## config.mk

```make
export PLATFORM = sky130hd
export DESIGN_NAME = e2q_cordic_cell
export DESIGN_NICKNAME = d
export VERILOG_FILES = /design/src/hw/rtl/assert_macros.svh /design/src/hw/rtl/e2q_pkg.sv /design/src/hw/rtl/e2q_cordic_cell.sv
export SDC_FILE = /design/constraint.sdc
export NUM_CORES = 1
export LEC_CHECK = 0
export ABC_AREA = 1
export BUFFER_PORTS_ARGS = -buffer_cell sky130_fd_sc_hd__buf_2
export CAP_MARGIN = 15
export CORE_MARGIN = 2
export CORE_UTILIZATION = 35
export CTS_BUF_LIST = sky130_fd_sc_hd__clkbuf_4
export CTS_CLUSTER_DIAMETER = 60
export DETAILED_ROUTE_END_ITERATION = 10
export SYNTH_ARGS = -nofsm -noshare
export SYNTH_HDL_FRONTEND = slang
export SYNTH_SLANG_ARGS = --single-unit
```

## constraint.sdc

```tcl
create_clock -name clock -period 2.1 [get_ports clock]
set_clock_uncertainty 0.1 [all_clocks]
set_input_delay 0.21 -clock clock [delete_from_list [all_inputs] [get_ports clock]]
set_output_delay 0.21 -clock clock [all_outputs]
set_load 0.01 [all_outputs]
```

## src/hw/rtl/assert_macros.svh

```systemverilog
// Assertion macros for the RTL of the Euler-to-quaternion block.
// Depends on nothing; files that assert take it in by include.
`ifndef ASSERT_MACROS_SVH
`define ASSERT_MACROS_SVH
`ifndef SYNTHESIS
// Checks that a property holds at every clock edge outside reset.
`define ASSERT_ALWAYS(label, clk, rst, prop, msg) \
   label: assert property (@(posedge clk) disable iff (rst) (prop)) else $error(msg);
// Checks that a condition is followed in the next cycle by another.
`define ASSERT_NEXT(label, clk, rst, ante, cons, msg) \
   label: assert property (@(posedge clk) disable iff (rst) (ante) |=> (cons)) else $error(msg);
`else
`define ASSERT_ALWAYS(label, clk, rst, prop, msg)
`define ASSERT_NEXT(label, clk, rst, ante, cons, msg)
`endif
`endif

```

## src/hw/rtl/e2q_pkg.sv

```systemverilog
// Package of the Euler-to-quaternion block: word formats, CORDIC constants,
// the data handed between CORDIC cells, and the fixed-point product helper.
`timescale 1ns / 1ps

package e2q_pkg;

   localparam int WORD_WIDTH = 32;
   localparam int INNER_FRAC = 30;
   localparam int NUM_AXES   = 3;
   localparam int ATAN_LEN   = 32;

   localparam int AXIS_ROLL  = 0;
   localparam int AXIS_PITCH = 1;
   localparam int AXIS_YAW   = 2;

   // Reciprocal of the CORDIC gain in Q2.30.
   localparam logic signed [WORD_WIDTH-1:0] INV_GAIN = 32'sd652032874;

   // atan(2^-i) in 32-bit binary angle units, where 2^31 stands for pi.
   localparam logic signed [WORD_WIDTH-1:0] ATAN_TABLE [ATAN_LEN] = '{
      32'sd536870912, 32'sd316933406, 32'sd167458907, 32'sd85004756,
      32'sd42667331,  32'sd21354465,  32'sd10680094,  32'sd5340245,
      32'sd2670163,   32'sd1335087,   32'sd667544,    32'sd333772,
      32'sd166886,    32'sd83443,     32'sd41722,     32'sd20861,
      32'sd10430,     32'sd5215,      32'sd2608,      32'sd1304,
      32'sd652,       32'sd326,       32'sd163,       32'sd81,
      32'sd41,        32'sd20,        32'sd10,        32'sd5,
      32'sd3,         32'sd1,         32'sd1,         32'sd0
   };

   // One axis inside the CORDIC chain: cosine and sine in Q2.30, residual angle.
   typedef struct packed {
      logic signed [WORD_WIDTH-1:0] cos_v;
      logic signed [WORD_WIDTH-1:0] sin_v;
      logic signed [WORD_WIDTH-1:0] resid;
   } lane_type;

   typedef struct packed {
      logic                         valid;
      lane_type [NUM_AXES-1:0]      lane;
   } cell_data_type;

   // Q2.30 product, floor-shifted back to Q2.30. Operands stay near unit
   // magnitude, so the result fits the word.
   function automatic logic signed [WORD_WIDTH-1:0] fmul(
      input logic signed [WORD_WIDTH-1:0] a,
      input logic signed [WORD_WIDTH-1:0] b
   );
      logic signed [2*WORD_WIDTH-1:0] prod;
      prod = a * b;
      return prod[INNER_FRAC+WORD_WIDTH-1:INNER_FRAC];
   endfunction

endpackage

```

## src/hw/rtl/e2q_cordic_cell.sv

```systemverilog
// One CORDIC rotation step for all three axes, registered.
// Depends on e2q_pkg for the lane format and the arctangent table.
`timescale 1ns / 1ps

module e2q_cordic_cell
   import e2q_pkg::*;
#(
   parameter int STAGE_INDEX = 0
) (
   input  logic          clock,
   input  logic          reset,
   input  logic          advance,
   input  cell_data_type cell_in,
   output cell_data_type cell_out
);

   localparam logic signed [WORD_WIDTH-1:0] ATAN_STEP = ATAN_TABLE[STAGE_INDEX];

   logic                    valid_ff;
   logic                    valid_in;
   lane_type [NUM_AXES-1:0] lane_ff;
   lane_type [NUM_AXES-1:0] lane_in;

   always_comb begin
      valid_in = cell_in.valid;
      for (int a = 0; a < NUM_AXES; a++) begin
         // Rotate toward zero residual angle.
         if (!cell_in.lane[a].resid[WORD_WIDTH-1]) begin
            lane_in[a].cos_v = cell_in.lane[a].cos_v - (cell_in.lane[a].sin_v >>> STAGE_INDEX);
            lane_in[a].sin_v = cell_in.lane[a].sin_v + (cell_in.lane[a].cos_v >>> STAGE_INDEX);
            lane_in[a].resid = cell_in.lane[a].resid - ATAN_STEP;
         end else begin
            lane_in[a].cos_v = cell_in.lane[a].cos_v + (cell_in.lane[a].sin_v >>> STAGE_INDEX);
            lane_in[a].sin_v = cell_in.lane[a].sin_v - (cell_in.lane[a].cos_v >>> STAGE_INDEX);
            lane_in[a].resid = cell_in.lane[a].resid + ATAN_STEP;
         end
      end
   end

   always_ff @(posedge clock) begin
      if (reset) begin
         valid_ff <= 1'b0;
      end else if (advance) begin
         valid_ff <= valid_in;
      end
   end

   always_ff @(posedge clock) begin
      if (advance) begin
         lane_ff <= lane_in;
      end
   end

   assign cell_out.valid = valid_ff;
   assign cell_out.lane  = lane_ff;

endmodule

```

==> summary.md, run 1 <==
| Metric | Value |
|---|---|
| Floorplan die width | around 300 µm |
| Peak Freq | between 0.4 and 0.5 GHz |
| Class of the most critical setup path | in -> reg |
| Worst slack at placement | -0.393 ns |
| Placed standard-cell area | 0.0403 mm² |
| CTS Root Buffer Type | clkbuf_4 |
| Startpoint Class | input port |
| Buffers from clock root to sink, at most | 3 |
| Biggest fanout along the worst timing path | 3 |
| Register bit count reported by yosys | around 290 |
| Async S/R FF share, synth | 0% |
| Number of global-route vias before repair | around 35000 |
| Unique masters post-synth | 39 |
| Number of buffers created by CTS | 88 |
| Drt total wl | 128000 µm |
| Effective utilization at floorplan | between 30% and 40% |
| DRC violations left | 0 |
| Status | complete, but fails checks |
| Min Tclk post-route | 2.12 ns |
| Setup repair after global routing missed its margin | yes |
| Data arrival time of the critical path | between 2 and 3 ns |
| Overflow after GRT | 0 |
| Port bufs | 580 |
| HPWL Detailed | about 110000 µm |
| Final GP Congestion | just under 1 |
| Number of hold-slack violations in the final timing report | 0 |
| Failing checks | setup timing |
| Synth Net Count | between 5000 and 6000 |
| Pwr/cell area | approximately 530 mW/mm² |
| Clock input transition at the sequential cells of the worst setup and hold paths | approximately 0.070 ns |
| Final Max Slew Viols | 0 |
| Area delta synth->final | 44.8% |
| Wirelength per Cell | approximately 16 µm |
| Initial antenna violation count | 11 |
| Total number of vias | 36467 |
| Post-route worst setup slack | -0.0179 ns |
| Fraction of final layout cells with drive strength greater than 1 | between 20% and 30% |
| Final setup violating endpoints | 1 |
| Number of cells in the finished layout apart from fillers | around 7800 |
| Rel. slew slack | between 50% and 60% |
| Number of DRC markers after the initial detailed-route iteration | roughly 2600 |
| EDFF count, synth | 285 |
| TritonCTS Sinks | around 290 |
| CTS tree | yes |
| Cells after Synth | just under 5000 |
| Insertion delay to the later sink of the worst-skew pair | roughly 0.9 ns |
| Maximum resistive drop on vdd | 463 µV |
| Height of the die | approximately 300 µm |
| H-Tree Depth | 3 |
| Site row count | approximately 110 |
| Pin count of the biggest net entering global routing | between 60 and 70 |
| Total standard cell area after synthesis | just over 0.03 mm² |
| Worst slew pin tran | around 0.69 ns |
| Count of nets after finishing | 7140 |
| Count of antenna-violating nets left after detailed routing | 0 |
| Standard cell core area | just under 0.09 mm² |
| Die Outline Area | approximately 0.09 mm² |
| GRT Overall Usage | approximately 27% |
| Average size of a mapped cell | 6.27 µm² |
| Global-route wire length before repair | roughly 190000 µm |
| Worst min path class | in -> reg |
| Placed cells | roughly 7300 |
| Register area share after synthesis | between 20% and 30% |
| CP required | 2.64 ns |
| Post-synth top flop | edfxtp_1 |
| Number of ports placed on the die boundary | about 580 |
| Cell area after layout | about 0.045 mm² |
| First-pass iteration count of the detailed router | 6 |
| Setup Total Neg Slack | -0.0179 ns |
| Ys Warns | 0 |
| Max_cap viols | 0 |
| Via-per-instance ratio | between 4 and 5 |
| Crit path capture type | register |
| Leakage power figure | about 25 nW |
| Power Total | around 24 mW |
| Final worst-path cycle share | 101% |
layout make-up:
type	count	area, µm²
fill	9057	43200
tap	1165	1460
timing repair buffer	1650	11800
antenna	4	10.0
inverter	1004	3770
clock inverter	45	238
multi-input combinational	3524	18100
clock buffer	113	848
sequential	286	8580
where the power goes:
group / internal, mW / switching, mW
clock network: 2.68 / 2.93
logic: 4.44 / 6.03
registers: 7.19 / 0.382
total: 14.3 / 9.35
routing by layer:
metal / vias to the layer above / wire [µm] / global-route usage, %
met2: 1147 / 60900 / 47.3
met3: 238 / 7210 / 3.74
li1: 18561 / - / -
met1: 16517 / 54700 / 33.9
met5: - / 23 / 0
met4: 4 / 4950 / 11.0
placed cells by master, fill, tap and decap left out, types with 7 or more instances in the layout:
cell,instances
ha_1,268
clkinv_1,23
ha_2,10
inv_2,13
buf_12,7
nand3_2,7
clkbuf_4,113
fa_1,11
dlygate4sd3_1,319
buf_4,744
nand4_1,59
xor2_1,73
a21oi_1,204
nor2_1,315
nand3b_1,13
o21a_1,10
nor2_2,18
nand2_2,31
o21ai_0,110
buf_2,578
nand2_1,1829
nand3b_2,7
o21bai_1,31
nand3_1,447
inv_1,992
o22ai_1,12
clkinv_2,15
a31oi_1,12
nor3_1,16
edfxtp_1,285
Yosys cell counts, types with 2 or more instances:
master    number  area (µm²)
buf_2         51         255
nor4_2         3        37.5
and3_1         2        12.5
nand3_1      455        2280
nand2_1     1849        6940
nor2_2        13        81.3
o21ai_0      112         561
inv_1       1001        3760
edfxtp_1     285        8560
clkbuf_1      26        97.6
inv_2          2        7.51
fa_1          12         240
nand3b_1      13        97.6
nand3b_2       7        78.8
nor3_1        18        90.1
nor2_1       320        1200
a21o_1         3        22.5
buf_1          4        15.0
o31ai_1        5        37.5
o21a_1        10        75.1
nor3_2         3        30.0
nand4_1       59         369
ha_1         282        3530
buf_6          6        67.6
a31oi_1       12        75.1
nand2_2       12        75.1
a21oi_1      207        1040
and2_1         6        37.5
o21bai_1      31         233
xor2_1        74         648
buf_4         38         285
o22ai_1       12        75.1
per-stage QoR:
step,util [%],hold WS (ns)
2_1_floorplan,-,0.182
3_3_place_gp,45.8,0.265
3_5_place_dp,45.8,0.271
4_1_cts,50.7,0.00105
5_1_grt,50.9,0.00780
6_report,50.9,0.0577
state kept, by name (all words and copies together) (netlist names):
signal,flops
valid_ff,1
cell_out,285
repair_timing:
action | 4_1_cts | 5_1_grt
hold buffers | 323 | 1
gates resized for setup | 0 | 71
setup buffers | 0 | 2
endpoints found under the setup margin | 0 | 78
hold endpoints to repair | 560 | 1
worst paths after layout:
path,start,endpoint,slack (ns),cells after the start
worst min-delay path,cell_in[186],cell_out[154],0.06,6
worst min register to register,valid_ff,valid_ff,1.02,3
worst max register to register,valid_ff,valid_ff,0.81,3
worst max-delay path,cell_in[265],cell_out[274],-0.02,12
cells by family (layout without fill, tap and decap cells):
group	count (synthesis)	in the layout	share of synthesized area [%]
simple gates	2762	2762	36.6
buf+inv	1130	2812	14.5
compound gates	393	393	6.84
fa+ha+maj	294	294	12.2
flops	286	286	27.7
xor+xnor	74	74	2.09
mux	1	1	0.0323
other cells	0	4	0
critical path, cell delays in order:
cell and delay [ns]:
dlygate4sd3_1 0.53, buf_2 0.13, ha_2 0.17, dlygate4sd3_1 0.58, a21oi_1 0.19, nand2_1 0.12, inv_1 0.08, nand3_1 0.21
a21oi_1 0.23, nand2_1 0.07, nand3_1 0.08, nand2_1 0.05
Power figures use the tool's default switching activity.
==> run 2: changes to the inputs <==
==> constraint.sdc (replaced) <==
create_clock -name clock -period 2.1 [get_ports clock]
set_clock_uncertainty 0.1 [all_clocks]
set_input_delay 0.105 -clock clock [delete_from_list [all_inputs] [get_ports clock]]
set_output_delay 0.105 -clock clock [all_outputs]
set_load 0.01 [all_outputs]
==> summary.md, run 2 (synthesis gave the netlist of run 1 again) <==
| Metric | Value |
|---|---|
| Insertion delay to the later sink of the worst-skew pair | 0.95 ns |
| Power Total | between 20 and 25 mW |
| Effective utilization at floorplan | around a third |
| Number of buffers created by CTS | between 80 and 90 |
| Number of cells on the worst reg-to-reg path | 3 |
| CP required | between 2 and 3 ns |
| Final GP Congestion | 1.02 |
| Standard cell core area | between 0.08 and 0.09 mm² |
| Number of global-route vias before repair | about 37000 |
| Max FFs per register | approximately 290 |
| Worst min path class | in -> reg |
| Met2 track demand over resource in global routing | roughly half |
| Pin count of the biggest net entering global routing | slightly above 60 |
| Biggest fanout along the worst timing path | 3 |
| Met1 GRT Util | a little over a third |
| Max_cap viols | 0 |
| Leakage power figure | 26.2 nW |
| Peak Freq | between 0.4 and 0.5 GHz |
| Number of hold-slack violations in the final timing report | 2 |
| Number of DRC markers after the initial detailed-route iteration | around 2600 |
| Commonest non-fill, non-tap cell in the layout | nand2_1 |
| Failing checks | hold timing, setup timing |
| Clock input transition at the sequential cells of the worst setup and hold paths | around 0.07 ns |
| Fraction of final layout cells with drive strength greater than 1 | approximately a quarter |
| Count of nets after finishing | around 7300 |
| Die Outline Area | 0.0909 mm² |
| CTS tree | yes |
| Drt total wl | 133000 µm |
| Number of cells in the finished layout apart from fillers | approximately 8000 |
| Reg2Reg Capture Point | valid_ff |
| Utilization after layout | a little over half |
| Cell area after layout | ~0.048 mm² |
| Hold Path Origin | cell_in[258] |
| Data arrival time of the critical path | between 2 and 3 ns |
| Highest-count cells in the layout ignoring fill and taps | nand2_1 (1807), inv_1 (990), buf_4 (695) |
| Area delta synth->final | 53.4% |
| Register-to-Register Setup Slack | ~0.82 ns |
| Final worst-path cycle share | 102% |
| Placed standard-cell area | 0.0400 mm² |
| Rel. slew slack | 45.9% |
| Class of the most critical setup path | in -> reg |
| Reg-to-reg startpoint | valid_ff |
| Busiest layer in global routing | met2 |
| DRC violations left | 0 |
| Met3 track utilization from global routing | 4.81% |
| Global-route wire length before repair | about 200000 µm |
| Floorplan die width | ~300 µm |
| Overflow after GRT | 0 |
| Setup repair after global routing missed its margin | yes |
| Min Tclk post-route | approximately 2.1 ns |
| Startpoint Class | input port |
| Site row count | 109 |
| First-pass iteration count of the detailed router | 8 |
| Via-per-instance ratio | roughly 4.7 |
| H-Tree Depth | 3 |
| Initial antenna violation count | 12 |
| CTS Root Buffer Type | clkbuf_4 |
| Final setup violating endpoints | 6 |
| Height of the die | around 300 µm |
| Buffers from clock root to sink, at most | 3 |
| TritonCTS Sinks | about 290 |
| Post-route worst setup slack | -0.0387 ns |
| Min-Delay Endpoint | cell_out[262] |
| Maximum resistive drop on vdd | 469 µV |
| Number of ports placed on the die boundary | 581 |
| Placed cells | about 7300 |
| Port bufs | 580 |
| HPWL Detailed | 105000 µm |
| GRT Overall Usage | about 28% |
| Crit path capture type | register |
| Total number of vias | about 38000 |
| Count of antenna-violating nets left after detailed routing | 0 |
| Setup Total Neg Slack | -0.161 ns |
| Pwr/cell area | 522 mW/mm² |
| Wirelength per Cell | approximately 17 µm |
| Hold path depth | 8 |
| Hold WS | -0.0787 ns |
| Worst slew pin tran | around 0.81 ns |
| Final Max Slew Viols | 0 |
| Status | complete, but fails checks |
| Worst slack at placement | -0.274 ns |
## run 2: cell types whose count changed in the layout (fill, tap and decap cells not counted), sizes merged
cell,delta
bufinv,+2
dlygate4sd3,+223
diode,+6
dlymetal6s4s,+4
buf,-50
inv,+1
## run 2: power by group
part	switching [mW]	internal (mW)	total [mW]
Combinational	6.30	4.94	11.2
Sequential	0.378	7.18	7.56
Clock	3.06	2.92	5.98
Total	9.74	15.0	24.8
## run 2: worst max path at each step
stage / endpoint / slack, ns / cells after the start / startpoint
2_1_floorplan: cell_out[284] / 0.28 / 11 / cell_in[224]
3_3_place_gp: cell_out[52] / -0.23 / 15 / cell_in[38]
3_5_place_dp: cell_out[282] / -0.27 / 14 / cell_in[228]
4_1_cts: cell_out[287] / 0.003 / 15 / cell_in[239]
5_1_grt: cell_out[55] / -0.01 / 16 / cell_in[76]
6_report: cell_out[66] / -0.04 / 10 / cell_in[64]
## run 2: timing repair
| action | 4_1_cts | 5_1_grt |
|---|---|---|
| buffers inserted | 0 | 5 |
| hold buffers | 560 | 3 |
| hold endpoints to repair | 571 | 3 |
| setup endpoints to repair | 0 | 81 |
| resized for setup | 0 | 233 |
## run 2: layout make-up
cell class | count | area [µm²]
fill | 8746 | 40600
timing repair buffer | 1828 | 13800
clock buffer | 112 | 841
clock inverter | 48 | 298
inverter | 1004 | 3770
sequential | 286 | 8580
multi-input combinational | 3524 | 18800
antenna | 10 | 25.0
tap | 1165 | 1460
## run 2: per-layer routing
metal	up-vias	routed length (µm)	share of wire (%)
met5	-	25	0.019
met4	4	5430	4.1
met3	287	8200	6.2
met2	1287	63200	48
met1	17152	56100	42
li1	18931	-	-
## run 2: worst max-delay path, stage by stage
cell	delay, ns
dlygate4sd3_1	0.53
buf_2	0.13
inv_1	0.06
ha_2	0.19
fa_1	0.41
nand2_1	0.08
dlygate4sd3_1	0.55
nand3_1	0.07
dlygate4sd3_1	0.56
o21ai_0	0.09
